$ cat config.mk
export PLATFORM = sky130hd
export DESIGN_NAME = fsr_queue
export DESIGN_NICKNAME = d
export VERILOG_FILES = /design/src/hdl/fsr_pkg.sv /design/src/hdl/fsr_queue.sv
export SDC_FILE = /design/constraint.sdc
export NUM_CORES = 1
export LEC_CHECK = 0
export ABC_CLOCK_PERIOD_IN_PS = 4200
export BUFFER_PORTS_ARGS = -buffer_cell sky130_fd_sc_hd__buf_2
export CAP_MARGIN = 15
export CORE_UTILIZATION = 50
export CTS_CLUSTER_DIAMETER = 80
export DETAILED_ROUTE_END_ITERATION = 10
export PLACE_DENSITY = 0.74
export SYNTH_ARGS = -nofsm -noshare
export SYNTH_HDL_FRONTEND = slang
export SYNTH_SLANG_ARGS = --single-unit
$ cat constraint.sdc
create_clock -name clk -period 4.2 [get_ports clk]
set_clock_uncertainty 0.2 [all_clocks]
set_input_delay 0.84 -clock clk [delete_from_list [all_inputs] [get_ports clk]]
set_output_delay 0.84 -clock clk [all_outputs]
set_load 0.01 [all_outputs]
$ cat src/hdl/fsr_pkg.sv
// Shared types and constants for the binary64 square root core.
`timescale 1ns / 1ps
`default_nettype none
package fsr_pkg;

  localparam int SIG_W  = 54;
  localparam int REM_W  = 57;
  localparam int EXP_W  = 11;
  localparam int DIGITS = 54;

  localparam logic [1:0] RM_NEAREST = 2'd0;
  localparam logic [1:0] RM_DOWN    = 2'd1;
  localparam logic [1:0] RM_UP      = 2'd2;

  localparam logic [10:0] EXP_ALL   = 11'h7ff;
  localparam logic [10:0] EXP_BIAS2 = 11'd1022;
  localparam logic [63:0] INF_BITS  = 64'h7ff0_0000_0000_0000;

  typedef struct packed {
    logic               byp;
    logic               dom;
    logic [63:0]        byp_bits;
    logic [SIG_W-1:0]   sig;
    logic [EXP_W-1:0]   half;
  } fsr_item_t;

  typedef struct packed {
    logic               byp;
    logic               dom;
    logic [63:0]        byp_bits;
    logic [SIG_W-1:0]   sig;
    logic [EXP_W-1:0]   half;
    logic [SIG_W-1:0]   q;
    logic [REM_W-1:0]   rem;
  } fsr_stage_t;

  typedef struct packed {
    logic full;
    logic empty;
  } fsr_qstat_t;

endpackage
`default_nettype wire

$ cat src/hdl/fsr_queue.sv
// Small register queue between the front end and the root pipeline.
`timescale 1ns / 1ps
`default_nettype none
module fsr_queue #(
  parameter int DEPTH = 4
) (
  input  wire                  clk,
  input  wire                  rst_n,
  input  wire                  push,
  input  fsr_pkg::fsr_item_t   din,
  input  wire                  pop,
  output fsr_pkg::fsr_item_t   dout,
  output fsr_pkg::fsr_qstat_t  stat
);
  import fsr_pkg::*;

  localparam int PW = (DEPTH > 1) ? $clog2(DEPTH) : 1;
  localparam int CW = $clog2(DEPTH + 1);

  fsr_item_t       mem_r [DEPTH];
  logic [PW-1:0]   wp_r, wp_nxt, rp_r, rp_nxt;
  logic [CW-1:0]   cnt_r, cnt_nxt;

  assign stat.full  = (cnt_r == CW'(DEPTH));
  assign stat.empty = (cnt_r == '0);
  assign dout       = mem_r[rp_r];

  always_comb begin
    wp_nxt  = wp_r;
    rp_nxt  = rp_r;
    cnt_nxt = cnt_r;
    if (push) wp_nxt = (wp_r == PW'(DEPTH - 1)) ? '0 : wp_r + 1'b1;
    if (pop)  rp_nxt = (rp_r == PW'(DEPTH - 1)) ? '0 : rp_r + 1'b1;
    if (push && !pop) cnt_nxt = cnt_r + 1'b1;
    else if (pop && !push) cnt_nxt = cnt_r - 1'b1;
  end

  always_ff @(posedge clk) begin
    if (!rst_n) begin
      wp_r  <= '0;
      rp_r  <= '0;
      cnt_r <= '0;
    end else begin
      wp_r  <= wp_nxt;
      rp_r  <= rp_nxt;
      cnt_r <= cnt_nxt;
    end
  end

  always_ff @(posedge clk) begin
    if (push) mem_r[wp_r] <= din;
  end

endmodule
`default_nettype wire

==> reports/results.ini <==
[outcome]
status=complete, no violations

[clocking]
path_clk_slew_ns=0.06
postCtsHoldBufs=0
cts-root-buf=clkbuf_16
clockBufferDepth=3
clkSinkCount=533
cts_setup_buffers=0
clock_latency_ns=0.58
cts_tree=yes
cts_buffers=51
cts.repair.resized=0
ctsHtreeMaxLevel=2

[sta]
fin_crit_ns=3.39
period_share=0.807
fmax_mhz=295
rsz0062_at_grt=false
finalSetupTns_ns=0
maxSlewHeadroom=0.438
hold_violations=0
setup_viol=0
fin_ws_ns=0.809
tightest_slew_ns=0.842
maxSlewViolCount=0

[worst_setup_path]
crit_fanout=45
critical_path_class=reg2out
ff2ff_path_depth=4
cp-end-kind=output port
endpoint=dout[79]
r2r-end=mem_r[2][37]
crit_arrival_ns=2.35
worstSetupStartpointType=flop
rrSetupSlack_ns=2.08
cp.required_ns=3.16
worstReg2RegStart=wp_r[0]

[worst_hold_path]
hp-class=in2reg

[synth]
yosys.area.top_type=edfxtp_1
yosysUniqueCellTypes=23
synth_nets=871
synth_compound_area_frac=0.00103
syn_area_per_cell_sq_um=26.5
synthMuxAreaShare=0.155
synth_cells=729
synthXorXnorAreaFrac=0.000905
synthSimpleGateAreaFrac=0.00465
synth_top_area_share=0.813
synthAdderAreaFrac=0.00491
yosysWarnings=0
synth-seq-cells=533
synth_area_sq_mm=0.0194
synth_top_family_by_area=multiplexers
synth.area.top_cells=edfxtp_1, mux4_2, dfxtp_1
ys_seq_area_frac=0.822

[power]
ir_drop_v=0.000376
power.leakage_nw=7.69
power.density_mw_per_mm2=503

[layout]
syn_to_final_growth_pct=19.0
fin_area_sq_mm=0.0230
drive_above_1_share=0.450
final_common_cell=edfxtp_1
nNetsFinal=1173
final_cell_mix=edfxtp_1, buf_2, mux4_2
utilization=0.608

[placement]
io_buffers=267
gp_congestion=0.700
dp_slack_ns=1.36
hpwlAfterDp_microns=21300
place_area_sq_mm=0.0214

[drt]
dr_total_vias=8567
drt_first_pass_iters=4
wl_per_cell_microns=22.3
wl_microns=35400
ant_nets=0
drtIter0Drc=536
avgViaCountPerCell=5.40
drt_drc_violations_left=0

[die]
core_sq_mm=0.0378
initial_core_util=0.511
io_pins=268
rows=71
die_x_microns=199
die_h_microns=199
die-area_sq_mm=0.0395

[global_routing]
antenna_found_initial=6
grt_pass1_vias=9236
grt_pass1_wl_microns=52900
grt_overflow_total=0
grt_max_degree=132
track_usage=0.182

[run]
cap_violations=0

[layer usage]
layer	GRT usage	wire, microns	vias to the layer above
li1	-	-	3775
met4	0.0598	689	8
met3	0.0590	2890	56
met1	0.233	14200	4477
met2	0.296	17500	251
met5	0	59	-
[area by class of cell]
cell class | instances | area (sq um)
sequential | 533 | 15900
fill | 2649 | 14800
multi-input combinational | 162 | 3220
timing repair buffer | 279 | 1580
clock buffer | 73 | 1420
tap | 511 | 639
clock inverter | 21 | 218
inverter | 4 | 15.0
antenna | 3 | 7.51
[synth_stat cells]
cell type / n
a21boi_0: 1
and2_1: 5
buf_2: 14
buf_4: 1
buf_6: 10
clkbuf_1: 4
clkbuf_2: 1
dfxtp_1: 9
edfxtp_1: 524
fa_1: 1
ha_1: 6
inv_1: 4
mux2i_1: 4
mux4_2: 131
nor2_1: 1
nor2b_1: 5
nor3_1: 2
nor3b_1: 1
o21a_1: 1
o21ai_0: 1
or3_1: 1
xnor2_1: 1
xor2_1: 1
[through the flow]
step / hold WS, ns / power, mW / cells
2_1_floorplan: 0.272 / 6.83 / 729
3_3_place_gp: 0.287 / 7.23 / 1489
3_5_place_dp: 0.328 / 7.26 / 1489
4_1_cts: 0.242 / 11.7 / 1583
5_1_grt: 0.255 / 12.0 / 1583
6_report: 0.274 / 11.6 / 1586
[how the worst min path moves through the flow]
stage / start / to / slack, ns / cells past startpoint
floorplan: cnt_r[2] / cnt_r[2] / 0.27 / 2
global route: din[122] / mem_r[2][122] / 0.25 / 1
global placement: cnt_r[2] / cnt_r[2] / 0.29 / 2
finish: din[84] / mem_r[2][84] / 0.27 / 1
detailed placement: cnt_r[2] / cnt_r[2] / 0.33 / 2
CTS: din[107] / mem_r[0][107] / 0.24 / 1
[cell families (layout without fill, tap and decap cells)]
kind of cell	count (synthesis)	count (layout)
other	0	3
XOR/XNOR	2	2
flip-flops	533	533
AO/OA/AOI/OAI	3	3
buffers and inverters	34	377
multiplexers	135	135
AND/OR/NAND/NOR	15	15
adder cells (fa/ha/maj)	7	7
[flip-flops by register name (all words and copies together) (netlist names), named ones only]
register and cells:
mem_r 524, cnt_r 3, rp_r 2, wp_r 2
[critical path, stage by stage (launching register included)]
cell,delay [ns]
dfxtp_4,0.61
buf_12,0.39
mux4_2,0.56
buf_2,0.15
[report_power, final]
| part | internal, mW | switching, mW |
|---|---|---|
| logic | 0.440 | 0.516 |
| clock network | 2.65 | 1.81 |
| registers | 6.10 | 0.0732 |
No activity file was read; power rests on OpenSTA's default activity.
