**src/hdl/fsr_pkg.sv**
```systemverilog
// Shared types and constants for the binary64 square root core.
`timescale 1ns / 1ps
`default_nettype none
package fsr_pkg;

  localparam int SIG_W  = 54;
  localparam int REM_W  = 57;
  localparam int EXP_W  = 11;
  localparam int DIGITS = 54;

  localparam logic [1:0] RM_NEAREST = 2'd0;
  localparam logic [1:0] RM_DOWN    = 2'd1;
  localparam logic [1:0] RM_UP      = 2'd2;

  localparam logic [10:0] EXP_ALL   = 11'h7ff;
  localparam logic [10:0] EXP_BIAS2 = 11'd1022;
  localparam logic [63:0] INF_BITS  = 64'h7ff0_0000_0000_0000;

  typedef struct packed {
    logic               byp;
    logic               dom;
    logic [63:0]        byp_bits;
    logic [SIG_W-1:0]   sig;
    logic [EXP_W-1:0]   half;
  } fsr_item_t;

  typedef struct packed {
    logic               byp;
    logic               dom;
    logic [63:0]        byp_bits;
    logic [SIG_W-1:0]   sig;
    logic [EXP_W-1:0]   half;
    logic [SIG_W-1:0]   q;
    logic [REM_W-1:0]   rem;
  } fsr_stage_t;

  typedef struct packed {
    logic full;
    logic empty;
  } fsr_qstat_t;

endpackage
`default_nettype wire

```
**src/hdl/fsr_front.sv**
```systemverilog
// Front end: accepts operands, classifies them and normalizes the significand.
`timescale 1ns / 1ps
`default_nettype none
module fsr_front (
  input  wire                  clk,
  input  wire                  rst_n,
  input  wire                  in_valid,
  output logic                 in_stall,
  input  wire [63:0]           in_operand_bits,
  input  fsr_pkg::fsr_qstat_t  q_stat,
  output logic                 push,
  output fsr_pkg::fsr_item_t   push_item
);
  import fsr_pkg::*;

  logic        a_valid_r, a_valid_nxt;
  logic [63:0] a_x_r;
  logic        b_valid_r, b_valid_nxt;
  logic [63:0] b_x_r;
  logic [5:0]  b_lz_r;
  logic [5:0]  lz;
  logic        a_ready, b_ready;

  logic [10:0]        ex;
  logic [51:0]        frac;
  logic [5:0]         shamt;
  logic signed [11:0] eb, e;
  logic signed [11:0] e_even;
  logic [52:0]        sig53;
  logic               odd;

  always_comb begin
    lz = 6'd0;
    for (int i = 0; i < 52; i++) begin
      if (a_x_r[i]) lz = 6'(51 - i);
    end
  end

  assign b_ready  = !b_valid_r || !q_stat.full;
  assign a_ready  = !a_valid_r || b_ready;
  assign in_stall = !a_ready;
  assign push     = b_valid_r && !q_stat.full;

  assign a_valid_nxt = a_ready ? in_valid : a_valid_r;
  assign b_valid_nxt = b_ready ? a_valid_r : b_valid_r;

  always_ff @(posedge clk) begin
    if (!rst_n) begin
      a_valid_r <= 1'b0;
      b_valid_r <= 1'b0;
    end else begin
      a_valid_r <= a_valid_nxt;
      b_valid_r <= b_valid_nxt;
    end
  end

  always_ff @(posedge clk) begin
    if (a_ready && in_valid) a_x_r <= in_operand_bits;
    if (b_ready && a_valid_r) begin
      b_x_r  <= a_x_r;
      b_lz_r <= lz;
    end
  end

  always_comb begin
    ex   = b_x_r[62:52];
    frac = b_x_r[51:0];
    push_item = '0;
    if (b_x_r[62:0] == 63'd0) begin
      push_item.byp      = 1'b1;
      push_item.byp_bits = b_x_r;
    end else if (b_x_r[63] || (ex == EXP_ALL && frac != 52'd0)) begin
      push_item.byp = 1'b1;
      push_item.dom = 1'b1;
    end else if (ex == EXP_ALL) begin
      push_item.byp      = 1'b1;
      push_item.byp_bits = INF_BITS;
    end
    if (ex == 11'd0) begin
      shamt = b_lz_r + 6'd1;
      eb    = -12'sd1022;
      sig53 = {1'b0, frac} << shamt;
    end else begin
      shamt = 6'd0;
      eb    = $signed({1'b0, ex}) - 12'sd1023;
      sig53 = {1'b1, frac};
    end
    e      = eb - $signed({6'd0, shamt});
    odd    = e[0];
    e_even = e - $signed({11'd0, odd});
    push_item.sig  = odd ? {sig53, 1'b0} : {1'b0, sig53};
    push_item.half = e_even[11:1];
  end

endmodule
`default_nettype wire

```
**config.mk**
```make
export PLATFORM = sky130hd
export DESIGN_NAME = fsr_front
export DESIGN_NICKNAME = d
export VERILOG_FILES = /design/src/hdl/fsr_pkg.sv /design/src/hdl/fsr_front.sv
export SDC_FILE = /design/constraint.sdc
export NUM_CORES = 1
export LEC_CHECK = 0
export BUFFER_PORTS_ARGS = -buffer_cell sky130_fd_sc_hd__buf_2
export CAP_MARGIN = 20
export CORE_MARGIN = 2
export CORE_UTILIZATION = 50
export CTS_BUF_LIST = sky130_fd_sc_hd__clkbuf_4
export DETAILED_ROUTE_END_ITERATION = 7
export GPL_TIMING_DRIVEN = 0
export PLACE_DENSITY_LB_ADDON = 0.25
export SLEW_MARGIN = 30
export SYNTH_ARGS = -nofsm -noshare
export SYNTH_HDL_FRONTEND = slang
export SYNTH_SLANG_ARGS = --single-unit
```
**constraint.sdc**
```tcl
create_clock -name clk -period 17.3 [get_ports clk]
set_input_delay 3.46 -clock clk [delete_from_list [all_inputs] [get_ports clk]]
set_output_delay 3.46 -clock clk [all_outputs]
set_load 0.02 [all_outputs]
```
==> impl_results.md <==
- Post-synth EDFFs: 134
- Seq/Total Area, Yosys: 37.3%
- Library cells used by synthesis: 83
- Max-slew headroom: 28.2%
- Max-Cap Viols: 0
- CP required: 13840 ps
- Worst-Margin Slew: 1050 ps
- Hold buffers post-CTS: 0
- Final Skew: 16.7 ps
- Initial Utilization: 51.3%
- Pleak: 5.06 nW
- # port buffers: 148
- Gr ovfl total: 0
- Total track usage: 36.2%
- NetSw: 0.319 mW
- Internal Power: 0.584 mW
- Worst skew pair latency: 560 ps
- DP HPWL: 33000 µm
- Register area: 4060 µm²
- # IOs: 202
- Data arrival, critical path: 4740 ps
- Max frequency: 122 MHz
- Initial DRC Count: 1049
- Vias in the first global route: 9267
- Post-CTS Resized: 0
- Status: completed
- Critical-path maximum fanout: 10
- Core area: 21200 µm²
- Die area: 23000 µm²
- CP max-delay cell: or4_1
- Area used by multi-input combinational logic: 6180 µm²
- Worst min path class: flop to flop
- Share of flip-flops with an asynchronous set or reset: 0%
- Yosys Warn Count: 0
- Synthesized area: 10900 µm²
- Combinational power share: 31.6%
- Setup TNS: 0 ps
- Die extent in y: 152 µm
- Setup violations, final: 0
- Synth Instances: 1018
- Crit path largest cell delay: 530 ps
- DR vias: 9941
- Routed wire per std cell: 27.0 µm
- Reg clk slew, reported paths: 120 ps
- Period minus WS final: 8200 ps
- RSZ-0062 raised after global routing: no
- Layout cells sized above 1: 31.7%
- Synth area leaders: edfxtp_1 37%, mux2i_1 7.4%, mux4_2 6.6%
- R2R Setup Slk: 14890 ps
- Flops & latches, synth: 136
- Row count: 53
- PD cells: 71.4 nW/µm²
- Clock Sinks: 136
- Sw Ratio: 35.3%
- Startpoint types: flop
- Post-route DRC violation count: 0
- CTS Buf Count: 17
- WL final: 41300 µm
- Crit-path leading delay family: simple AND/OR/NAND/NOR gates
- DR pass1 iterations: 5
- Clock root buffer: clkbuf_4
- TritonCTS clock tree: done
- Antenna-violating nets left: 0
- Die Wd: 152 µm
- Seq pwr share: 44.9%
- Placer congestion estimate: 1.08
- Post-CTS Setup Inserts: 0
- Endpoints failing hold: 0
- Area grow syn2layout: 16.1%
- Power Total: 0.903 mW
- Ordered cell list for the critical path: buf_2 > inv_1 > ha_1 > nor2b_1 > nand4_1 > clkbuf_1 > buf_1 > a21oi_1 > ha_1 > a2bb2oi_2 > a2bb2oi_1 > or4_1 > xnor2_1 > buf_2
- Number of buffers and inverters on the critical path: 5
- VDD IR max: 72.3 µV
- Filler cells: 1820
- Synth area leader: edfxtp_1
- Layout Nets: 1315
- CP Class: flop to output port
- Top-area cell type share of the netlist area: 37.0%
- Global-route wire length before repair: 59200 µm
- Ratio of final minimum period to clock period: 47.4%
- Htree depth: 4
- CP Capture Type: output port
- Clock Path Buffers: 2
- Initial antenna violation count: 1
- Top_reg_cell synth: edfxtp_1
- Largest net degree at the start of global routing: 28
- Avg Cell Area, Syn: 10.7 µm²
- Clock Power Share: 23.5%
- Fin. max-slew vios: 0
- Vias per cell: 6.50
==> state kept, by name, indices dropped and copies added, names as in the netlist <==
register and flops:
b_lz_r 6, b_valid_r 1, a_valid_r 1, a_x_r 64
b_x_r 64
==> cells in the mapped netlist, types with 4 or more instances <==
cell type / count
a21o_1: 5
nor2b_1: 9
o22ai_1: 20
o21ai_1: 7
and2_1: 4
nor3_1: 30
buf_6: 5
a211oi_1: 9
a22oi_1: 16
nor2_1: 76
o21ai_0: 40
buf_2: 23
a2bb2oi_1: 11
o31ai_1: 8
a221oi_2: 4
ha_1: 5
a31oi_1: 6
inv_1: 23
xnor2_1: 8
o211ai_1: 9
mux2_2: 46
xor2_1: 12
a21oi_1: 48
nand4_1: 9
a221oi_1: 5
a32o_1: 4
nand3_1: 21
and3_1: 6
nand2_1: 77
mux4_1: 14
a22o_1: 7
nor4_1: 25
or4_1: 4
mux4_2: 32
o21a_1: 6
edfxtp_1: 134
clkbuf_1: 21
mux2i_1: 80
and4_1: 6
buf_4: 66
nor4b_1: 9
==> layer usage <==
metal	GRT usage, %	share of wire (%)	up-vias	wire (µm)
met5	0	0	-	0
met4	16.0	4.6	0	1920
met3	8.17	11	105	4560
met2	55.3	44	693	18300
met1	49.7	40	4787	16600
li1	-	-	4356	-
==> cell families after synthesis <==
group | Yosys count | share of synthesized area, %
mux | 173 | 22.3
fa+ha+maj | 5 | 0.575
buf+inv | 144 | 8.30
flops | 136 | 37.3
other cells | 1 | 0.0345
simple gates | 293 | 13.6
compound gates | 241 | 15.4
xor+xnor | 25 | 2.46
==> power groups by stage <==
| stage | Combinational (mW) | Clock [mW] | Sequential [mW] |
|---|---|---|---|
| floorplan | 0.188 | 0 | 0.403 |
| global placement | 0.272 | 0 | 0.413 |
| detailed placement | 0.275 | 0 | 0.411 |
| CTS | 0.276 | 0.216 | 0.403 |
| global route | 0.297 | 0.228 | 0.406 |
| finish | 0.285 | 0.212 | 0.405 |
==> cells in the final DEF (no fill, tap or decap), types with 6 or more instances in the layout <==
| cell | count |
|---|---|
| o21ai_0 | 40 |
| nor4_1 | 24 |
| a31oi_1 | 6 |
| mux2_2 | 46 |
| buf_2 | 171 |
| clkbuf_4 | 19 |
| clkbuf_1 | 21 |
| mux2i_1 | 79 |
| o21a_1 | 6 |
| a211oi_1 | 9 |
| nor2b_1 | 8 |
| mux4_1 | 14 |
| o31ai_1 | 8 |
| buf_4 | 66 |
| inv_1 | 23 |
| xor2_1 | 12 |
| and4_1 | 6 |
| a2bb2oi_1 | 9 |
| nand4_1 | 9 |
| edfxtp_1 | 134 |
| o22ai_1 | 20 |
| nand2_1 | 77 |
| nand3_1 | 21 |
| mux4_2 | 32 |
| a21oi_1 | 48 |
| xnor2_1 | 7 |
| nor2_1 | 76 |
| nor4b_1 | 9 |
| o21ai_1 | 6 |
| nor3_1 | 30 |
| conb_1 | 52 |
| a22o_1 | 7 |
| and3_1 | 6 |
| a22oi_1 | 16 |
| o211ai_1 | 9 |
==> worst paths after layout <==
kind / from / to / cells past startpoint
max: b_x_r[52] / push_item[9] / 14
max reg2reg: a_x_r[7] / b_lz_r[2] / 7
min reg2reg: a_x_r[52] / b_x_r[52] / 0
min: a_x_r[52] / b_x_r[52] / 0
==> layout make-up <==
class	instances	share of cell area, %
timing repair buffer	153	6.79
antenna	1	0.0198
buffer	121	6.46
sequential	136	32.2
inverter	23	0.683
clock inverter	13	1.16
tap	275	2.72
multi-input combinational	789	48.9
clock buffer	19	1.13
==> per-stage QoR <==
| step | hold WS, ps | utilization, % | area [µm²] | setup slack (ps) | instances |
|---|---|---|---|---|---|
| CTS | 429 | 59.5 | 12600 | 9110 | 1529 |
| detailed placement | 405 | 58.1 | 12300 | 9760 | 1497 |
| global route | 432 | 59.6 | 12600 | 8820 | 1530 |
| finish | 431 | 59.6 | 12600 | 9100 | 1530 |
| global placement | 403 | 57.3 | 12200 | 6420 | 1492 |
| floorplan | 400 | - | 11100 | 8140 | 1069 |
(Power assumes the default switching activity.)
